===== config.mk =====
export PLATFORM = sky130hd
export DESIGN_NAME = modbus_rtu_request_framer_core
export DESIGN_NICKNAME = d
export VERILOG_FILES = /design/src/mrf_pkg.sv /design/src/mrf_front.sv /design/src/mrf_cmd_fifo.sv /design/src/mrf_back.sv /design/src/modbus_rtu_request_framer_core.sv
export SDC_FILE = /design/constraint.sdc
export NUM_CORES = 1
export LEC_CHECK = 0
export ABC_CLOCK_PERIOD_IN_PS = 11400
export BUFFER_PORTS_ARGS = -buffer_cell sky130_fd_sc_hd__buf_2
export CAP_MARGIN = 20
export CORE_ASPECT_RATIO = 0.9
export CORE_MARGIN = 5
export CORE_UTILIZATION = 30
export CTS_BUF_LIST = sky130_fd_sc_hd__clkbuf_16
export DETAILED_ROUTE_END_ITERATION = 6
export GPL_TIMING_DRIVEN = 0
export PLACE_DENSITY = 0.55
export SLEW_MARGIN = 20
export SYNTH_ARGS = -nofsm -noshare
export SYNTH_HDL_FRONTEND = slang
export SYNTH_SLANG_ARGS = --single-unit

===== constraint.sdc =====
create_clock -name clk_i -period 11.4 [get_ports clk_i]
set_input_delay 1.71 -clock clk_i [delete_from_list [all_inputs] [get_ports clk_i]]
set_output_delay 1.71 -clock clk_i [all_outputs]
set_load 0.05 [all_outputs]

===== src/mrf_pkg.sv =====
`default_nettype none

package mrf_pkg;

  localparam int unsigned CmdBytes = 7;
  localparam int unsigned LenW     = 3;
  localparam int unsigned IdxW     = 4;

  localparam logic [15:0] CrcInit = 16'hFFFF;
  localparam logic [15:0] CrcPoly = 16'hA001;

  localparam logic [7:0] FcReadCoils    = 8'd1;
  localparam logic [7:0] FcWriteSingle  = 8'd6;
  localparam logic [7:0] FcWriteCoils   = 8'd15;
  localparam logic [7:0] FcWriteRegs    = 8'd16;

  localparam logic ModeHeader = 1'b0;
  localparam logic ModeData   = 1'b1;

  typedef struct packed {
    logic                          start;
    logic [CmdBytes-1:0][7:0]      data;
    logic [LenW-1:0]               len;
    logic                          crc;
  } cmd_t;

  function automatic logic [15:0] crc_byte(input logic [15:0] crc_in, input logic [7:0] b);
    logic [15:0] c;
    c = crc_in ^ {8'h00, b};
    for (int i = 0; i < 8; i++) begin
      if (c[0]) begin
        c = (c >> 1) ^ CrcPoly;
      end else begin
        c = c >> 1;
      end
    end
    return c;
  endfunction

endpackage

`default_nettype wire


===== src/mrf_front.sv =====
`default_nettype none

module mrf_front (
  input  wire logic              clk_i,
  input  wire logic              rst_ni,
  input  wire logic              in_fire_i,
  input  wire logic              mode_i,
  input  wire logic [7:0]        slave_id_i,
  input  wire logic [7:0]        func_code_i,
  input  wire logic [15:0]       start_addr_i,
  input  wire logic [15:0]       quantity_i,
  input  wire logic [7:0]        payload_len_i,
  input  wire logic [15:0]       data_value_i,
  output logic                   cmd_valid_o,
  output mrf_pkg::cmd_t          cmd_o
);
  import mrf_pkg::*;

  logic        open_q, open_d;
  logic        coils_q, coils_d;
  logic [15:0] left_q, left_d;
  logic [7:0]  acc_q, acc_d;
  logic [2:0]  bidx_q, bidx_d;

  logic        single, multi, done, full;
  logic [7:0]  acc_new;
  logic [2:0]  bidx_new;
  logic [15:0] left_new;
  cmd_t        cmd;
  logic        has_cmd;

  always_comb begin
    single   = (func_code_i >= FcReadCoils) && (func_code_i <= FcWriteSingle);
    multi    = (func_code_i == FcWriteCoils) || (func_code_i == FcWriteRegs);
    acc_new  = acc_q | ((data_value_i != 16'd0) ? (8'd1 << bidx_q) : 8'd0);
    bidx_new = bidx_q + 3'd1;
    full     = (bidx_new == 3'd0);
    left_new = left_q - 16'd1;
    done     = (left_new == 16'd0);

    open_d  = open_q;
    coils_d = coils_q;
    left_d  = left_q;
    acc_d   = acc_q;
    bidx_d  = bidx_q;

    cmd       = '0;
    has_cmd   = 1'b0;

    if (mode_i == ModeHeader) begin
      open_d = 1'b0;
      acc_d  = 8'd0;
      bidx_d = 3'd0;
      left_d = 16'd0;
      cmd.start   = 1'b1;
      cmd.data[0] = slave_id_i;
      cmd.data[1] = func_code_i;
      cmd.data[2] = start_addr_i[15:8];
      cmd.data[3] = start_addr_i[7:0];
      cmd.data[4] = quantity_i[15:8];
      cmd.data[5] = quantity_i[7:0];
      cmd.data[6] = payload_len_i;
      cmd.len     = single ? LenW'(6) : LenW'(7);
      cmd.crc     = single || (quantity_i == 16'd0);
      has_cmd     = single || multi;
      if (multi) begin
        coils_d = (func_code_i == FcWriteCoils);
        if (quantity_i != 16'd0) begin
          open_d = 1'b1;
          left_d = quantity_i;
        end
      end
    end else if (open_q) begin
      left_d  = left_new;
      open_d  = !done;
      cmd.crc = done;
      if (coils_q) begin
        cmd.data[0] = acc_new;
        cmd.len     = (full || (done && (bidx_new != 3'd0))) ? LenW'(1) : LenW'(0);
        acc_d       = (full || done) ? 8'd0 : acc_new;
        bidx_d      = done ? 3'd0 : bidx_new;
      end else begin
        cmd.data[0] = data_value_i[15:8];
        cmd.data[1] = data_value_i[7:0];
        cmd.len     = LenW'(2);
      end
      has_cmd = (cmd.len != LenW'(0)) || done;
    end
  end

  assign cmd_valid_o = in_fire_i && has_cmd;
  assign cmd_o       = cmd;

  always_ff @(posedge clk_i or negedge rst_ni) begin
    if (!rst_ni) begin
      open_q  <= 1'b0;
      coils_q <= 1'b0;
      left_q  <= 16'd0;
      acc_q   <= 8'd0;
      bidx_q  <= 3'd0;
    end else if (in_fire_i) begin
      open_q  <= open_d;
      coils_q <= coils_d;
      left_q  <= left_d;
      acc_q   <= acc_d;
      bidx_q  <= bidx_d;
    end
  end

endmodule

`default_nettype wire


===== src/mrf_cmd_fifo.sv =====
`default_nettype none

module mrf_cmd_fifo #(
  parameter int unsigned QueueDepth = 2
) (
  input  wire logic              clk_i,
  input  wire logic              rst_ni,
  input  wire logic              push_i,
  input  wire mrf_pkg::cmd_t     push_cmd_i,
  output logic                   full_o,
  input  wire logic              pop_i,
  output logic                   empty_o,
  output mrf_pkg::cmd_t          pop_cmd_o
);
  import mrf_pkg::*;

  localparam int unsigned PtrW = $clog2(QueueDepth);
  localparam int unsigned CntW = $clog2(QueueDepth + 1);

  cmd_t            mem_q [QueueDepth];
  logic [PtrW-1:0] wr_q, rd_q;
  logic [CntW-1:0] cnt_q;
  logic            do_push, do_pop;

  assign full_o    = (cnt_q == CntW'(QueueDepth));
  assign empty_o   = (cnt_q == '0);
  assign do_push   = push_i && !full_o;
  assign do_pop    = pop_i && !empty_o;
  assign pop_cmd_o = mem_q[rd_q];

  always_ff @(posedge clk_i) begin
    if (do_push) begin
      mem_q[wr_q] <= push_cmd_i;
    end
  end

  always_ff @(posedge clk_i or negedge rst_ni) begin
    if (!rst_ni) begin
      wr_q  <= '0;
      rd_q  <= '0;
      cnt_q <= '0;
    end else begin
      if (do_push) begin
        wr_q <= (wr_q == PtrW'(QueueDepth - 1)) ? '0 : wr_q + PtrW'(1);
      end
      if (do_pop) begin
        rd_q <= (rd_q == PtrW'(QueueDepth - 1)) ? '0 : rd_q + PtrW'(1);
      end
      if (do_push && !do_pop) begin
        cnt_q <= cnt_q + CntW'(1);
      end else if (do_pop && !do_push) begin
        cnt_q <= cnt_q - CntW'(1);
      end
    end
  end

`ifndef SYNTHESIS
  a_cnt_bound: assert property (@(posedge clk_i) disable iff (!rst_ni)
    cnt_q <= CntW'(QueueDepth))
    else $error("Command queue count exceeds its depth.");
  a_push_full: assert property (@(posedge clk_i) disable iff (!rst_ni)
    (push_i && full_o && !pop_i) |=> full_o)
    else $error("Command queue left the full state without a pop.");
  a_pop_empty: assert property (@(posedge clk_i) disable iff (!rst_ni)
    (empty_o && !push_i) |=> empty_o)
    else $error("Command queue filled without a push.");
`endif

endmodule

`default_nettype wire


===== src/mrf_back.sv =====
`default_nettype none

module mrf_back (
  input  wire logic              clk_i,
  input  wire logic              rst_ni,
  input  wire logic              cmd_empty_i,
  input  wire mrf_pkg::cmd_t     cmd_i,
  output logic                   cmd_pop_o,
  output logic                   out_valid_o,
  input  wire logic              out_ready_i,
  output logic [7:0]             out_byte_o,
  output logic                   last_o
);
  import mrf_pkg::*;

  cmd_t            cmd_q, cmd_d;
  logic            busy_q, busy_d;
  logic [IdxW-1:0] idx_q, idx_d;
  logic [15:0]     crc_q, crc_d;
  logic            out_valid_q, out_valid_d;
  logic [7:0]      out_byte_q, out_byte_d;
  logic            last_q, last_d;

  logic            adv, emit, finish, load, is_data, is_crc_lo;
  logic [IdxW-1:0] total;
  logic [7:0]      sel_byte;

  always_comb begin
    adv       = !out_valid_q || out_ready_i;
    emit      = busy_q && adv;
    total     = IdxW'(cmd_q.len) + (cmd_q.crc ? IdxW'(2) : IdxW'(0));
    finish    = emit && (idx_q == total - IdxW'(1));
    load      = (!busy_q || finish) && !cmd_empty_i;
    is_data   = idx_q < IdxW'(cmd_q.len);
    is_crc_lo = idx_q == IdxW'(cmd_q.len);
    sel_byte  = cmd_q.data[idx_q[LenW-1:0]];

    cmd_d       = cmd_q;
    busy_d      = busy_q;
    idx_d       = idx_q;
    crc_d       = crc_q;
    out_valid_d = out_valid_q;
    out_byte_d  = out_byte_q;
    last_d      = last_q;

    if (emit) begin
      out_valid_d = 1'b1;
      idx_d       = idx_q + IdxW'(1);
      if (is_data) begin
        out_byte_d = sel_byte;
        last_d     = 1'b0;
        crc_d      = crc_byte(crc_q, sel_byte);
      end else if (is_crc_lo) begin
        out_byte_d = crc_q[7:0];
        last_d     = 1'b0;
      end else begin
        out_byte_d = crc_q[15:8];
        last_d     = 1'b1;
      end
    end else if (out_ready_i) begin
      out_valid_d = 1'b0;
    end

    if (finish) begin
      busy_d = 1'b0;
    end
    if (load) begin
      busy_d = 1'b1;
      cmd_d  = cmd_i;
      idx_d  = '0;
      if (cmd_i.start) begin
        crc_d = CrcInit;
      end
    end
  end

  assign cmd_pop_o   = load;
  assign out_valid_o = out_valid_q;
  assign out_byte_o  = out_byte_q;
  assign last_o      = last_q;

  always_ff @(posedge clk_i) begin
    cmd_q      <= cmd_d;
    out_byte_q <= out_byte_d;
    last_q     <= last_d;
  end

  always_ff @(posedge clk_i or negedge rst_ni) begin
    if (!rst_ni) begin
      busy_q      <= 1'b0;
      idx_q       <= '0;
      crc_q       <= CrcInit;
      out_valid_q <= 1'b0;
    end else begin
      busy_q      <= busy_d;
      idx_q       <= idx_d;
      crc_q       <= crc_d;
      out_valid_q <= out_valid_d;
    end
  end

`ifndef SYNTHESIS
  a_idx_bound: assert property (@(posedge clk_i) disable iff (!rst_ni)
    busy_q |-> (idx_q < total))
    else $error("Byte index ran past the end of the current item.");
  a_load_start: assert property (@(posedge clk_i) disable iff (!rst_ni)
    load |=> (busy_q && (idx_q == '0)))
    else $error("A loaded item did not start at its first byte.");
  a_crc_last: assert property (@(posedge clk_i) disable iff (!rst_ni)
    (finish && cmd_q.crc) |=> (out_valid_o && last_o))
    else $error("A frame closed without flagging its final CRC byte.");
`endif

endmodule

`default_nettype wire


===== src/modbus_rtu_request_framer_core.sv =====
// Channel  Handshake                  Payload
// input    in_valid_i / in_ready_o    mode, slave_id, func_code, start_addr, quantity,
//                                     payload_len, data_value
// output   out_valid_o / out_ready_i  out_byte, last
//
// The output register sends one byte per cycle while out_ready_i allows it, so a short header yields eight bytes,
// a multi-write header seven (nine with an empty payload) and a word element two
// (four when it closes the frame).
// The front end takes an item whenever the command queue has room.
// Reset clears the frame state, the queue and the output valid flag; CRC starts at 0xFFFF.
// A stalled output holds its byte while the front end keeps filling the queue.
`default_nettype none

module modbus_rtu_request_framer_core #(
  parameter int unsigned QueueDepth = 2
) (
  input  wire logic        clk_i,
  input  wire logic        rst_ni,
  input  wire logic        in_valid_i,
  output logic             in_ready_o,
  input  wire logic        mode_i,
  input  wire logic [7:0]  slave_id_i,
  input  wire logic [7:0]  func_code_i,
  input  wire logic [15:0] start_addr_i,
  input  wire logic [15:0] quantity_i,
  input  wire logic [7:0]  payload_len_i,
  input  wire logic [15:0] data_value_i,
  output logic             out_valid_o,
  input  wire logic        out_ready_i,
  output logic [7:0]       out_byte_o,
  output logic             last_o
);
  import mrf_pkg::*;

  logic in_fire, cmd_valid, q_full, q_empty, q_pop;
  cmd_t cmd_push, cmd_head;

  assign in_ready_o = !q_full;
  assign in_fire    = in_valid_i && in_ready_o;

  mrf_front u_front (
    .clk_i         (clk_i),
    .rst_ni        (rst_ni),
    .in_fire_i     (in_fire),
    .mode_i        (mode_i),
    .slave_id_i    (slave_id_i),
    .func_code_i   (func_code_i),
    .start_addr_i  (start_addr_i),
    .quantity_i    (quantity_i),
    .payload_len_i (payload_len_i),
    .data_value_i  (data_value_i),
    .cmd_valid_o   (cmd_valid),
    .cmd_o         (cmd_push)
  );

  mrf_cmd_fifo #(
    .QueueDepth (QueueDepth)
  ) u_fifo (
    .clk_i      (clk_i),
    .rst_ni     (rst_ni),
    .push_i     (cmd_valid),
    .push_cmd_i (cmd_push),
    .full_o     (q_full),
    .pop_i      (q_pop),
    .empty_o    (q_empty),
    .pop_cmd_o  (cmd_head)
  );

  mrf_back u_back (
    .clk_i       (clk_i),
    .rst_ni      (rst_ni),
    .cmd_empty_i (q_empty),
    .cmd_i       (cmd_head),
    .cmd_pop_o   (q_pop),
    .out_valid_o (out_valid_o),
    .out_ready_i (out_ready_i),
    .out_byte_o  (out_byte_o),
    .last_o      (last_o)
  );

endmodule

`default_nettype wire


* Word level (Yosys, flattened, before mapping)
Memory sizes are Yosys's and may differ from the RTL's.
Index checks and enable logic that the tools add are counted.
** Word-level totals
- Logic and storage cells :: 169
- Memories kept :: 1
- Register bits :: 124
- Memory bits (writable) :: 122
** Memories
- u_fifo.mem_q :: depth 2, width 61, rd ports 1, clocked after memory_dff 0, wr ports 1, line mrf_cmd_fifo.sv:20 : cmd_t mem_q [QueueDepth];
** Cells by class
- Eq/ne operators :: 7
- $add $sub $neg :: 9
- Bitwise gates (word level) :: 11
- Muxes and demuxes :: 72
- Order comparisons :: 4
- Shift-type cells :: 1
- Reductions and logical operators :: 41
** Operator list (count)
- $mux W16 :: 30
- $mux W8 :: 9
- $mux W41 :: 1
- $mux W20 :: 2
- $mux W11 :: 3
- $logic_not A16 Y1 :: 2
- $reduce_bool A16 Y1 :: 2
- $bmux W8 S3 :: 1
- $not A2 Y3 :: 8
- $mux W1 :: 17
- $sub A16 B1 Y16 const B :: 1
- $xor A16 B8 Y16 :: 1
- $mux W3 :: 4
- $logic_and A1 B1 Y1 :: 11
- $eq A8 B4 Y1 const B :: 1
- $eq A8 B5 Y1 const B :: 1
- $ge A8 B1 Y1 const B :: 1
- $le A8 B3 Y1 const B :: 1
- $logic_or A1 B1 Y1 :: 8
- $mux W4 :: 2
- $or A8 B8 Y8 :: 1
- $reduce_bool A2 Y1 :: 4
- $shl A1 B3 Y8 const A :: 1
- $logic_not A1 Y1 :: 7
- 20 further kinds :: 26

* Depth between registers and ports, before layout
Gate-level depths: netlist of the first run.
- Word-level depth :: 37
- Gate-level depth with buffers :: 15
- Mapped depth without buffers :: 14

* Hierarchy
A second synthesis of the first run with hierarchy kept.
** Second synthesis, totals
- Cell total of the unflattened synthesis :: 854
- Area, all modules :: 11681.2 um^2
** Modules (own cells, without submodules)
- mrf_cmd_fifo :: times used 1, cells each 209, area an instance 4899.7 um^2
- mrf_back :: times used 1, cells each 283, area an instance 4071.4 um^2
- mrf_front :: times used 1, cells each 360, area an instance 2700.1 um^2
- modbus_rtu_request_framer_core :: times used 1, cells each 2, area an instance 10.0 um^2

* Worst setup path before layout of the first run
Ideal clock, no wire load.
- Path kind :: input -> register
- Start :: input func_code_i[2]
- End :: memory u_fifo.mem_q[0][0] (netlist bit) (enable)
- Data arrival time :: 5.610 ns
- Slack :: 5.304 ns
- Stages :: 6
- Buffers on the path :: 0
- Cell sequence :: or3_1 or3_1 o21ai_0 nand2_1 a221oi_4 nor2b_1
** On the way
- Longest elaborated chain between the ends :: 8
- Elaborated cells on any way between the ends :: 12
- Those cells by class :: order compare: 2; eq/ne: 2; mux: 3; reduce/logical: 5
** RTL lines
- start, declared :: line modbus_rtu_request_framer_core.sv:23 : input wire logic [7:0] func_code_i,
- $ge A8 B1 Y1 (tied with other cells) :: line mrf_front.sv:33 : single = (func_code_i >= FcReadCoils) && (func_code_i <= FcWriteSingle);
- $logic_and A1 B1 Y1 or $logic_or A1 B1 Y1 (tied branches) :: line mrf_front.sv:33, mrf_front.sv:34
- $logic_or A1 B1 Y1 * :: line mrf_front.sv:65 : has_cmd = single || multi;
- $mux W1 * :: line mrf_front.sv:50 : if (mode_i == ModeHeader) begin
- $logic_and A1 B1 Y1 * :: line mrf_front.sv:91 : assign cmd_valid_o = in_fire_i && has_cmd;
- $logic_and A1 B1 Y1 * :: line mrf_cmd_fifo.sv:27 : assign do_push = push_i && !full_o;
- via u_fifo.do_push :: line mrf_cmd_fifo.sv:23 : logic do_push, do_pop;
- $mux W1 * :: line mrf_cmd_fifo.sv:32 : if (do_push) begin
- $mux W1 (implied by the code) * :: line mrf_cmd_fifo.sv:33 : mem_q[wr_q] <= push_cmd_i;
- end, declared :: line mrf_cmd_fifo.sv:20
Mark *: on every way through the listed nets, which the timed path passes. The rest lies on a longest branch.

* Worst setup path after layout of the first run
- Start :: register u_front.left_q[0]
- End :: memory u_fifo.mem_q[0][56] (netlist bit) (enable)
** On the way
- Longest elaborated chain between the ends :: 16
** RTL lines
- start, declared :: line mrf_front.sv:21 : logic [15:0] left_q, left_d;
- start signal, assigned :: line mrf_front.sv:104 : left_q <= left_d;
- $sub A16 B1 Y16 * :: line mrf_front.sv:38 : left_new = left_q - 16'd1;
- $logic_not A16 Y1 * :: line mrf_front.sv:39 : done = (left_new == 16'd0);
- $logic_and A1 B1 Y1 :: line mrf_front.sv:79 : cmd.len = (full || (done && (bidx_new != 3'd0))) ? LenW'(1) : LenW'(0);
- $logic_or A1 B1 Y1 :: line mrf_front.sv:79
- $mux W1 :: line mrf_front.sv:79
- $mux W11 :: line mrf_front.sv:77 : if (coils_q) begin
- $mux W11 :: line mrf_front.sv:73 : end else if (open_q) begin
- $mux W11 :: line mrf_front.sv:50
- $reduce_bool A3 Y1 :: line mrf_front.sv:87 : has_cmd = (cmd.len != LenW'(0)) || done;
- $logic_or A1 B1 Y1 * :: line mrf_front.sv:87
- $mux W1 * :: line mrf_front.sv:73
- $mux W1 * :: line mrf_front.sv:50
- $logic_and A1 B1 Y1 * :: line mrf_front.sv:91
- $logic_and A1 B1 Y1 * :: line mrf_cmd_fifo.sv:27
- via u_fifo.do_push :: line mrf_cmd_fifo.sv:23
- $mux W1 * :: line mrf_cmd_fifo.sv:32
- $mux W1 (implied by the code) * :: line mrf_cmd_fifo.sv:33
Mark *: on every way through the listed nets, which the timed path passes. The rest lies on a longest branch. The select of a mux whose other input is x is not followed.

==> reports/summary.md, run 1 <==
The run finished with clean final reports. For the CTS buffer count, the log shows 27. Slew at the pin closest to its max-slew limit: 942.7 ps. The tools report the hold path startpoint as u_front.acc_q[4]. The portion of total power attributed to sequential cells is 37.8%. Setup repair after global routing left no endpoint under its margin. The antenna cell count is 0, and the fraction of synthesized area in multiplexers is 9.002%. The fraction of the mapped netlist area in simple logic gates is 11.67%. The HPWL after detailed placement is 19020 um. Summing the areas of all compound-gate instances in the mapped netlist gives 8.599% of the synthesized area.

The tools report the number of endpoints with negative hold slack in the final report as 0. The global-route usage over all layers is 12.86%. Origin of the critical flop-to-flop path: u_front.left_q[0]. The largest net degree at the start of global routing is 48. STA puts the critical path data required time at 11640 ps. The number of standard-cell rows in the floorplan came out at 67.

Summed over all failing endpoints, the final setup total negative slack is 0 ps. In the routed layout, each cell is associated on average with a via count of 4.810. The post-cts sizing count is 0, and the net switching power is 0.001129 W. Of the total power, the share spent switching nets is 34.23%. After synthesis, the share of flip-flops with an asynchronous set or reset is 22.54%. The count of buffers added on input and output ports is 87. The number of nets in the synthesized netlist is 934. The final clock period utilization by the worst path came out at 35.40%.

The initial utilization of the core area, before any placement, comes to 30.16%. Counting every sink on the clock net gives 244. The most used flip-flop cell after synthesis is sky130_fd_sc_hd__edfxtp_1. The average wire per cell in the routed design is 18.06 um, and the average cell area after synthesis is 13.29 um^2. The tools report the launching element type of the critical path as a flip-flop. The most frequent standard cell in the layout excluding fill and tap cells is sky130_fd_sc_hd__edfxtp_1. After technology mapping, the gate count stands at 841. The total internal power was 0.002169 W; the ratio of total power to cell area was 249.5 nW/um^2.

The run gives 0 as the number of design rule violations left after detail routing. The tools report the post-detailed-routing wire length as 26460 um. The combinational family with the most area after synthesis is simple AND/OR/NAND/NOR gates. The min-delay analysis places its worst path in the category flip-flop to flip-flop.

The share of the Yosys chip area taken by registers is 63.29%. In this run the worst path has a maximum fanout of 19. Xor and xnor fraction of the mapped netlist area: 2.866%. The insertion delay to the later sink of the worst-skew pair was 530 ps; the horizontal extent of the die was 213.4 um. For the deepest level of the CTS H-tree, the log shows 1. Register area: 7072 um^2.

The multi-input combinational cells in the finished layout cover a total of 3809 um^2. The first-pass iteration count of the detailed router is 5, and the timing-limited maximum frequency is 247.8 MHz. Counting I/O delays and the setup requirement, the final critical path takes 4036 ps.

No sink is reached through more buffers than the 3 on the longest clock path. The logs give 25.2% for the fraction of power consumed by the clock network and 0.8576 for the routability congestion estimate from global placement. The number of buffers inserted for hold repair after clock tree synthesis is 0. In this run the remaining antenna-violating nets after routing total 0. In this run the standard cell core region covers 37050 um^2. The run gives 181.8 uV as the maximum ir drop on the vdd rail.

The first global-routing pass estimated 41440 um of wire. Yosys printed 0 warnings. By startpoint and endpoint, the worst setup path is classified as flip-flop to flip-flop. In the layout the commonest cells are 189 x sky130_fd_sc_hd__edfxtp_1, 90 x sky130_fd_sc_hd__buf_2, 86 x sky130_fd_sc_hd__nand2_1. The share of layout cells above drive strength 1 is 24.54%.

The run gives 1056 as the number of nets in the layout. The floorplan step defined a die boundary enclosing 41210 um^2. Combinational logic is responsible for 37.0% of the overall power. The worst setup path is captured at a flip-flop. The tools report the netlist area before placement as 11170 um^2.

Yosys mapped a number of flops with a built-in enable equal to 189. The tools report the initial antenna violation count as 0. At the end of the flow the core is filled with cells to 35.68%. Summing the areas of all fa, ha and maj instances in the mapped netlist gives 1.859% of the synthesized area. For the final database, setup skew stands at 11.37 ps. The number of global-route vias before repair came out at 7171. Synthesis instantiated 71 different standard cells from the library. The residual overflow from global routing was 0.

The analysis attributes to cell leakage a power of 4.774 nW. Headroom to the max-slew limit came out at 37.15%. The max-slew violation count was 0. Setup violations remaining at the end of the flow were counted as 0.

The tools report the worst setup path startpoint as u_front.left_q[0]. The number of violations of the max-capacitance limit came out at 0. The via count is 7047. Clock-pin slew was measured on the worst setup and hold paths at 60 ps.

The tree is rooted in a sky130_fd_sc_hd__clkbuf_16. At the worst endpoint, the arrival time is 4270 ps. Synthesis inferred 244 register bits. The floorplan step set the die height to 193.1 um. TritonCTS built the clock tree.

After the first detailed-routing iteration, the DRC count stood at 457. Buffers added to address setup during post-CTS repair amount to 0. During I/O placement, the number of pins put on the boundary was 88.

After filler insertion, the fill cell instance count of the layout stands at 3669. Relative to the synthesized area, the layout overhead comes to 18.32%.
[worst paths after layout]
path	end	depth (start not counted)	slack [ps]
max	u_fifo.mem_q[0][56]	14	7360
min	u_front.acc_q[4]	2	480
max reg2reg	u_fifo.mem_q[0][56]	14	7360
min reg2reg	u_front.acc_q[4]	2	480
max in group asynchronous	u_back.crc_q[14]	2	9870
min in group asynchronous	u_back.out_valid_o	1	1010
[cell families (layout without fill, tap and decap cells)]
group	Yosys count	count (layout)
flops	244	244
xor+xnor	34	34
fa+ha+maj	16	16
buf+inv	64	205
simple gates	250	250
compound gates	141	141
mux	92	92
[worst max-delay path, cell delays in order, from the launching register on]
cell and delay [ps]:
sky130_fd_sc_hd__dfrtp_1 460, sky130_fd_sc_hd__inv_1 120, sky130_fd_sc_hd__ha_1 150, sky130_fd_sc_hd__buf_4 150
sky130_fd_sc_hd__or3b_1 350, sky130_fd_sc_hd__buf_2 180, sky130_fd_sc_hd__nor4_1 190, sky130_fd_sc_hd__a31oi_1 80
sky130_fd_sc_hd__o22ai_1 190, sky130_fd_sc_hd__nand4_1 180, sky130_fd_sc_hd__and2_4 250, sky130_fd_sc_hd__a221oi_4 360
sky130_fd_sc_hd__nor2b_4 680, sky130_fd_sc_hd__buf_16 230, sky130_fd_sc_hd__buf_16 160
[synth_stat cells (2+ instances only)]
| master | instances | area, um^2 |
|---|---|---|
| sky130_fd_sc_hd__a21oi_1 | 24 | 120.1 |
| sky130_fd_sc_hd__a221o_1 | 3 | 30.03 |
| sky130_fd_sc_hd__a221oi_1 | 3 | 26.28 |
| sky130_fd_sc_hd__a22oi_1 | 13 | 97.59 |
| sky130_fd_sc_hd__a2bb2oi_1 | 2 | 17.52 |
| sky130_fd_sc_hd__a31oi_1 | 3 | 18.77 |
| sky130_fd_sc_hd__and2_1 | 5 | 31.28 |
| sky130_fd_sc_hd__buf_1 | 4 | 15.01 |
| sky130_fd_sc_hd__buf_2 | 5 | 25.02 |
| sky130_fd_sc_hd__buf_4 | 3 | 22.52 |
| sky130_fd_sc_hd__buf_6 | 4 | 45.04 |
| sky130_fd_sc_hd__clkbuf_1 | 24 | 90.09 |
| sky130_fd_sc_hd__dfrtp_1 | 39 | 975.9 |
| sky130_fd_sc_hd__dfstp_2 | 16 | 420.4 |
| sky130_fd_sc_hd__edfxtp_1 | 189 | 5675 |
| sky130_fd_sc_hd__ha_1 | 15 | 187.7 |
| sky130_fd_sc_hd__inv_1 | 21 | 78.83 |
| sky130_fd_sc_hd__mux2_1 | 2 | 22.52 |
| sky130_fd_sc_hd__mux2_2 | 66 | 743.2 |
| sky130_fd_sc_hd__mux2i_1 | 24 | 240.2 |
| sky130_fd_sc_hd__nand2_1 | 86 | 322.8 |
| sky130_fd_sc_hd__nand2b_1 | 6 | 37.54 |
| sky130_fd_sc_hd__nand3_1 | 23 | 115.1 |
| sky130_fd_sc_hd__nand3b_1 | 6 | 45.04 |
| sky130_fd_sc_hd__nand4_1 | 9 | 56.30 |
| sky130_fd_sc_hd__nor2_1 | 24 | 90.09 |
| sky130_fd_sc_hd__nor2b_1 | 52 | 325.3 |
| sky130_fd_sc_hd__nor3_1 | 7 | 35.03 |
| sky130_fd_sc_hd__nor3b_2 | 2 | 25.02 |
| sky130_fd_sc_hd__nor4_1 | 10 | 62.56 |
| sky130_fd_sc_hd__o211ai_1 | 17 | 127.6 |
| sky130_fd_sc_hd__o21a_1 | 2 | 15.01 |
| sky130_fd_sc_hd__o21ai_0 | 27 | 135.1 |
| sky130_fd_sc_hd__o21ai_1 | 15 | 75.07 |
| sky130_fd_sc_hd__o22ai_1 | 2 | 12.51 |
| sky130_fd_sc_hd__o2bb2ai_1 | 14 | 122.6 |
| sky130_fd_sc_hd__o31ai_1 | 3 | 22.52 |
| sky130_fd_sc_hd__or2_1 | 2 | 12.51 |
| sky130_fd_sc_hd__or2_2 | 2 | 12.51 |
| sky130_fd_sc_hd__or3_1 | 4 | 25.02 |
| sky130_fd_sc_hd__or4_1 | 3 | 22.52 |
| sky130_fd_sc_hd__xnor2_1 | 17 | 148.9 |
| sky130_fd_sc_hd__xor2_1 | 15 | 131.4 |
[layout make-up]
class / instances / share of cell area [%]
buffer: 41 / 1.666
sequential: 244 / 53.49
timing repair buffer: 93 / 4.448
tap: 483 / 4.571
inverter: 23 / 0.6530
multi-input combinational: 533 / 28.81
clock inverter: 21 / 1.259
clock buffer: 27 / 5.110
[power by group through the flow]
stage / clock, W / sequential (W) / combinational [W]
finish: 0.000831 / 0.00125 / 0.00122
global route: 0.000894 / 0.00126 / 0.00133
CTS: 0.000858 / 0.00125 / 0.00123
detailed placement: 0 / 0.00126 / 0.00122
global placement: 0 / 0.00126 / 0.00120
floorplan: 0 / 0.00130 / 0.000872
[state kept, by name (all words and copies together) (netlist names), 2 cells and up]
name	cells
u_fifo.mem_q	120
u_back.cmd_q	60
u_back.crc_q	16
u_front.left_q	16
u_back.out_byte_o	8
u_front.acc_q	8
u_back.idx_q	4
u_front.bidx_q	3
u_fifo.cnt_q	2
[through the flow]
| stage | area, um^2 | setup slack [ps] | power (W) | hold WS [ps] | std cells |
|---|---|---|---|---|---|
| after floorplan | 11170 | 5304 | 0.002171 | 455.5 | 841 |
| after global placement | 12210 | 3266 | 0.002461 | 468.7 | 1411 |
| after detailed placement | 12380 | 6853 | 0.002479 | 476.5 | 1417 |
| after CTS | 13220 | 7357 | 0.003333 | 489.1 | 1465 |
| after global routing | 13220 | 7188 | 0.003487 | 507.7 | 1465 |
| final | 13220 | 7365 | 0.003298 | 484.5 | 1465 |
[routing by layer]
layer | wire, um | global-route usage [%] | share of wire (%) | vias up
li1 | - | - | - | 3371
met1 | 12960 | 19.08 | 49 | 3464
met2 | 11700 | 19.92 | 44 | 184
met3 | 1427 | 2.492 | 5.4 | 28
met4 | 374 | 2.348 | 1.4 | 0
met5 | 0 | 0 | 0 | -
Note: power is estimated with default switching activity, not from simulation.
==> run 2, diff against run 1 <==
ABC_CLOCK_PERIOD_IN_PS = 3230   (was 11400)
PLACE_DENSITY = 0.56   (was 0.55)
clock period = 3.23 ns   (was 11.4 ns; I/O delays follow)
==> run 2 against run 1 <==
  * Combinational power rose to 3.9 times the previous value
  * The flow now finishes with violations (setup timing)
  * Largest cell class unchanged
  * Hold slack got worse by 290 ps
  * Final cell count up 3.1%
  * Sequential share of layout area down 2.1 points
  * Register-to-register slack worse by 7400 ps
  * Via count increased by 3.6%
  * Clock skew shrank 3.0 ps
==> reports/summary.md, run 2 (same netlist as run 1, synthesis figures left out) <==
The total power was 0.01199 W (+260%); the switching part of the total power was 34.70% (+0.48 points). The type of destination of the critical path is a flip-flop. The ratio of total power to cell area came out at 870.6 nW/um^2 (+250%). The number of design rule violations left after detail routing is 0 (unchanged). Maximum ir drop on the vdd rail: 475.8 uV (+160%). Compared with the post-synthesis result, the final layout area differs by 23.26%. The length in cells of the worst reg-to-reg path came out at 12 (-2). The clock slew seen by the registers of the worst setup and hold paths was 60 ps (about the same); the average wire per cell in the routed design was 18.88 um (+4.5%). For the largest net degree at the start of global routing, the log shows 46 (-4.2%).

The tools report the initial core utilization as 30.16% (unchanged). The run gives 1100 (+4.2%) as the number of nets in the layout. The tools report the launching element type of the critical path as a flip-flop. The logs give 7302 (+3.6%) for the via count and 36.7% (-1.1 points) for the portion of total power attributed to sequential cells. The final-report setup violation count was 70 (+70); the CTS buffer count was 26 (-3.7%).

The register-to-register path setup slack is -40 ps (-7400 ps). TritonCTS built the clock tree. The tightest min-delay check is of the input pin to flip-flop type. The run gives 67 (unchanged) as the number of standard-cell rows in the floorplan. The final worst slack came out at -35.14 ps (-7400 ps). Top register by number of flip-flops: u_fifo.mem_q. The run gives 23.4% (-1.8 points) as the fraction of power consumed by the clock network. The number of flip-flops in the largest register works out to 120 (unchanged).

The residual overflow from global routing is 0 (unchanged), and the first-pass iteration count of the detailed router is 5 (unchanged). The worst clock skew was 8.366 ps (-3.005 ps). The run gives 410 (-10%) as the violation count after the first detailed-route iteration. Routability congestion estimate from global placement: 0.8617 (+0.48%). The time the final worst path needs with I/O delays and setup came out at 3265 ps (-770.4 ps). For the die footprint, the log shows 41210 um^2 (unchanged). The worst hold margin was 197.4 ps (-287.1 ps). The final reports fail on setup timing. The buffer type at the clock tree root is sky130_fd_sc_hd__clkbuf_16.

Share of layout cells above drive strength 1: 29.02% (+4.5 points). Timing-limited maximum frequency: 306.3 MHz (+24%). The final clock period utilization by the worst path is 101.1% (+66 points), and the filler cell count is 3608 (-1.7%). The overall die height is 193.1 um (unchanged), and the detailed-placement wirelength estimate is 19050 um (+0.14%). The library cell used most frequently in the layout, excluding fill and tap cells, is sky130_fd_sc_hd__edfxtp_1. The first-pass GRT wire length was 44130 um (+6.5%); the number of port buffers was 87 (unchanged). The via count normalized by instance count works out to 4.836 (+0.53%).

In the layout the commonest cells are 189 x sky130_fd_sc_hd__edfxtp_1, 90 x sky130_fd_sc_hd__buf_2, 86 x sky130_fd_sc_hd__nand2_1. The number of endpoints with negative hold slack in the final report came out at 0 (unchanged). The logs give 0.004161 W (+270%) for the net switching power and 520 ps (about the same) for the insertion delay to the later sink of the worst-skew pair.

The logs give -1157 ps (-1157 ps) for the total negative setup slack and 88 (unchanged) for the total I/O pin count. The tools report the post-detailed-routing wire length as 28500 um (+7.7%). The top fanout value on the critical path was 20 (+1). The maximum clock insertion buffer count is 3 (unchanged), and the arrival time of the worst setup path is 3490 ps (-780 ps). The setup path with the least slack is of type flip-flop to flip-flop.

The data required time at the worst endpoint is 3450 ps (-8190 ps), and the number of sinks driven by the clock tree is 244 (unchanged). The total internal power was 0.007829 W (+260%); the reported leakage power was 5.043 nW (+5.6%). The number of antenna-violating nets in the routed design came out at 0 (unchanged). Number of global-route vias before repair: 7472 (+4.2%).

The flow ran to the end, but the final reports show violations. Setup repair after global routing could not meet its margin everywhere. The horizontal extent of the die was 213.4 um (unchanged); the slew at the pin closest to its max-slew limit was 857.3 ps (-85.34 ps).

The max-slew violation count was 0 (unchanged). The placeable core region is 37050 um^2 (unchanged). For the combinational power share, the log shows 39.9% (+2.9 points). The tools report the global-route usage over all layers as 13.87% (+1.0 points). For the number of violations of the max-capacitance limit, the log shows 0 (unchanged). The antenna cell count is 0 (unchanged). The largest registers in the layout are u_fifo.mem_q x120, u_back.cmd_q x60. The cell depth of the worst min-delay path was 2 (unchanged). The worst slew margin relative to its limit is 42.84% (+5.7 points). The logs give 0 (unchanged) for the initial antenna violation count and 1 (unchanged) for the deepest level of the CTS H-tree.
run 2: per-stage QoR:
step	worst slack (ps)	utilization (%)	cells	instance area, um^2
global placement	-1342	33.06	1411	12250
CTS	-61.14	37.12	1512	13750
floorplan	-420.0	-	841	11210
finish	-35.14	37.17	1510	13770
detailed placement	-707.0	33.40	1416	12380
global route	-154.9	37.17	1510	13770
run 2: area by class of cell:
class | instances | area (um^2) | share of cell area, %
buffer | 39 | 229.0 | 1.662
clock inverter | 21 | 130.1 | 0.9448
clock buffer | 27 | 675.6 | 4.906
multi-input combinational | 534 | 3882 | 28.19
sequential | 244 | 7073 | 51.35
tap | 483 | 604.3 | 4.388
timing repair buffer | 139 | 1092 | 7.931
inverter | 23 | 86.33 | 0.6268
run 2: worst paths after layout:
check | start | endpoint
max | u_front.left_q[0] | u_fifo.mem_q[1][54]
min | func_code_i[4] | u_front.coils_q
max reg2reg | u_front.left_q[0] | u_fifo.mem_q[1][54]
min reg2reg | u_front.acc_q[6] | u_front.acc_q[6]
max in group asynchronous | rst_ni | u_back.crc_q[14]
min in group asynchronous | rst_ni | u_back.out_valid_o
run 2: layer usage:
layer | GRT usage [%] | routed length (um)
met1 | 20.78 | 13810
met2 | 21.40 | 12700
met3 | 1.990 | 1303
met4 | 3.204 | 691
met5 | 0 | 0
run 2: what timing repair did:
| item | CTS | global route |
|---|---|---|
| endpoints found under the setup margin | 137 | 132 |
| buffers inserted | 42 | 3 |
| pin swaps | 8 | 9 |
| hold buffers | 1 | 0 |
| cloned | 7 | 0 |
| endpoints found under the hold margin | 1 | 0 |
| gates resized for setup | 28 | 19 |
run 2: critical path, cell delays in order, from the launching register on:
cell and delay [ps]:
sky130_fd_sc_hd__dfrtp_2 450, sky130_fd_sc_hd__buf_6 130, sky130_fd_sc_hd__or4b_4 510, sky130_fd_sc_hd__o31ai_2 70, sky130_fd_sc_hd__a32oi_1 130, sky130_fd_sc_hd__and4bb_1 310, sky130_fd_sc_hd__nand4_1 190, sky130_fd_sc_hd__and2_4 240
sky130_fd_sc_hd__a221oi_4 280, sky130_fd_sc_hd__buf_4 160, sky130_fd_sc_hd__buf_6 90, sky130_fd_sc_hd__and2_4 200, sky130_fd_sc_hd__buf_16 190
run 2: power groups by stage:
stage	sequential [W]	clock, W	combinational (W)
finish	0.00439	0.00281	0.00479
global placement	0.00444	0	0.00426
floorplan	0.00458	0	0.00310
CTS	0.00439	0.00289	0.00472
detailed placement	0.00445	0	0.00431
global route	0.00446	0.00303	0.00519
==> run 3, diff against run 2 <==
ABC_CLOCK_PERIOD_IN_PS = 4200   (was 3230)
PLACE_DENSITY = 0.55   (was 0.56)
clock period = 4.2 ns   (was 3.23 ns; I/O delays follow)
==> run 3 against run 2 <==
  * The flow now finishes without violations
  * First-iteration DRC count grew 14%
  * Sequential cell count unchanged
  * Critical path depth is 2 higher
  * Fmax decreased by 15%
  * Largest cell class unchanged
==> reports/summary.md, run 3 (same netlist as run 1, synthesis figures left out) <==
The arrival time of the worst setup path was 4080 ps (+590 ps); the post-detailed-routing wire length was 26750 um (-6.2%). Number of standard-cell rows in the floorplan: 67 (unchanged). The register area is 7072 um^2 (about the same), and the antenna cell count is 0 (unchanged). The number of flip-flops in the largest register works out to 120 (unchanged). The logs give 0 (-100%) for the final-report setup violation count and 13240 um^2 (-3.9%) for the design area. The run gives 0 (-100%) as the post-cts sizing count. Number of violations of the max-capacitance limit: 0 (unchanged). Worst clock skew: 11.49 ps (+3.123 ps). Leaving out fill and tap cells, the most frequent cell in the layout is sky130_fd_sc_hd__edfxtp_1. The number of endpoints with negative hold slack in the final report was 0 (unchanged).

The deepest level of the CTS H-tree is 1 (unchanged), and the worst slew margin relative to its limit is 38.29% (-4.6 points). The type of destination of the critical path is a flip-flop. The worst setup path is of the flip-flop to flip-flop kind.

TritonCTS built the clock tree. The number of port buffers came out at 87 (unchanged). The horizontal extent of the die was 213.4 um (unchanged). The run finished with clean final reports. The global-route usage over all layers was 12.80% (-1.1 points); the initial antenna violation count was 0 (unchanged). The run gives 12380 um^2 (about the same) as the instance area after placement. The type of the most critical hold path was input pin to flip-flop.

The largest registers in the layout are u_fifo.mem_q x120, u_back.cmd_q x60. Post-CTS repair timing setup buffer count: 0 (-100%). The overall die height was 193.1 um (unchanged). The slew at the pin closest to its max-slew limit was 925.6 ps (+68.29 ps); the first-pass GRT wire length was 41120 um (-6.8%). The number of buffers inserted for hold repair after clock tree synthesis is 1 (unchanged). The maximum ir drop on the vdd rail was 397.3 uV (-16%); the routability congestion estimate from global placement was 0.8748 (+1.5%). The largest net degree at the start of global routing was 46 (unchanged).

The total area of multi-input combinational cells is 3809 um^2 (-1.9%), and the share of layout cells above drive strength 1 is 24.52% (-4.5 points). Relative to the synthesized area, the layout overhead comes to 18.49%. The total I/O pin count was 88 (unchanged).

The tools report the reported leakage power as 4.763 nW (-5.6%). The ratio of total power to cell area came out at 676.9 nW/um^2 (-22%). The logs give 19090 um (+0.22%) for the detailed-placement wirelength estimate and 244 (unchanged) for the number of sinks driven by the clock tree.

The register with the most flip-flops in the final layout is u_fifo.mem_q. Leaving out fill and tap cells, the most frequent cells in the layout are 189 x sky130_fd_sc_hd__edfxtp_1, 90 x sky130_fd_sc_hd__buf_2, 86 x sky130_fd_sc_hd__nand2_1. The number of global-route vias before repair was 7203 (-3.6%). The CTS buffer count was 26 (unchanged).

Top fanout value on the critical path: 17 (-15%). The filler cell count was 3680 (+2.0%); the final clock period utilization by the worst path was 91.37% (-9.7 points). The via count was 7052 (-3.4%); the via count normalized by instance count was 4.810 (-0.53%). For the number of design rule violations left after detail routing, the log shows 0 (unchanged). The run gives 30.16% (unchanged) as the initial core utilization. The average wire per cell in the routed design is 18.25 um (-3.3%), and the residual overflow from global routing is 0 (unchanged).

The logs give 469 (+14%) for the violation count after the first detailed-route iteration and 4440 ps (+990 ps) for the data required time at the worst endpoint. The number of antenna-violating nets in the routed design is 0 (unchanged), and the placeable core region is 37050 um^2 (unchanged). For the number of nets in the layout, the log shows 1056 (-4.0%).

The tools report the launching element type of the critical path as a flip-flop. The total power was 0.008963 W (-25%); the insertion delay to the later sink of the worst-skew pair was 540 ps (+20 ps). The die footprint is 41210 um^2 (unchanged). Setup repair after global routing left no endpoint under its margin. The timing-limited maximum frequency came out at 260.6 MHz (-15%). The tools report the maximum clock insertion buffer count as 3 (unchanged). The clock slew seen by the registers of the worst setup and hold paths was 60 ps (about the same). CTS placed an instance of sky130_fd_sc_hd__clkbuf_16 at the clock tree root. The time the final worst path needs with I/O delays and setup was 3838 ps (+572.4 ps); the max-slew violation count was 0 (unchanged). First-pass iteration count of the detailed router: 4 (-1).
[run 3: changes by cell type in the layout (fill, tap and decap cells not counted), moves of 2 or more]
cell                        before  now
sky130_fd_sc_hd__buf_4          26    5
sky130_fd_sc_hd__buf_6          19    4
sky130_fd_sc_hd__buf_16          7    4
sky130_fd_sc_hd__buf_8           3    0
sky130_fd_sc_hd__bufinv_16       1    3
sky130_fd_sc_hd__clkinv_1        5    7
sky130_fd_sc_hd__clkinv_4        3    1
sky130_fd_sc_hd__inv_2           3    1
[run 3: metrics by stage]
stage / hold slack, ps / setup TNS [ps] / cells / worst slack (ps) / util [%]
final: 327.6 / 0 / 1466 / 362.5 / 35.73
after global routing: 322.2 / 0 / 1466 / 187.3 / 35.73
after CTS: 300.5 / 0 / 1466 / 352.7 / 35.73
after detailed placement: 476.9 / 0 / 1417 / 388.3 / 33.41
after global placement: 468.6 / -99490 / 1411 / -1236 / 32.98
after floorplan: 334.4 / 0 / 841 / 39.36 / -
[run 3: area by class of cell]
class	instances	share of cell area (%)
Clock buffer	27	5.103
Timing Repair Buffer	94	4.517
Clock inverter	21	1.323
Tap cell	483	4.564
Buffer	41	1.663
Inverter	23	0.6521
Multi-Input combinational cell	533	28.77
Sequential cell	244	53.41
[run 3: final timing paths]
path / startpoint / endpoint / slack (ps) / cells after the start
max in group asynchronous: rst_ni / u_back.crc_q[14] / 3170 / 3
hold reg to reg: u_front.acc_q[1] / u_front.acc_q[1] / 490 / 2
setup / recovery: u_front.left_q[0] / u_fifo.mem_q[0][54] / 360 / 14
setup reg to reg: u_front.left_q[0] / u_fifo.mem_q[0][54] / 360 / 14
hold / removal: func_code_i[4] / u_front.coils_q / 330 / 2
min in group asynchronous: rst_ni / u_back.out_valid_o / 490 / 2
[run 3: metal layers]
metal  vias to the layer above  global-route usage (%)  part of all wire, %
met1                      3488                   18.68                   50
met3                        36                   2.475                  4.1
met4                         0                   2.837                  1.9
li1                       3381                       -                    -
met5                         -                       0                    0
met2                       147                   19.92                   44
[run 3: worst max-delay path: stages, from the launching register on]
cell	delay [ps]
sky130_fd_sc_hd__dfrtp_1	460
sky130_fd_sc_hd__inv_1	110
sky130_fd_sc_hd__ha_1	150
sky130_fd_sc_hd__buf_4	150
sky130_fd_sc_hd__or3b_1	350
sky130_fd_sc_hd__buf_2	180
sky130_fd_sc_hd__nor3b_2	180
sky130_fd_sc_hd__a31oi_1	60
sky130_fd_sc_hd__o32ai_1	170
sky130_fd_sc_hd__nand4_1	230
sky130_fd_sc_hd__and2_4	260
sky130_fd_sc_hd__a221oi_4	370
sky130_fd_sc_hd__nor2b_4	490
sky130_fd_sc_hd__buf_16	210
sky130_fd_sc_hd__buf_16	170
[run 3: report_power, final]
group | total (W) | leakage [nW] | switching [W] | internal [W]
registers | 0.00338 | 2.35 | 0.000239 | 0.00314
clock network | 0.00228 | 0.431 | 0.000934 | 0.00134
logic | 0.00331 | 1.98 | 0.00190 | 0.00141
total | 0.00896 | 4.76 | 0.00307 | 0.00589
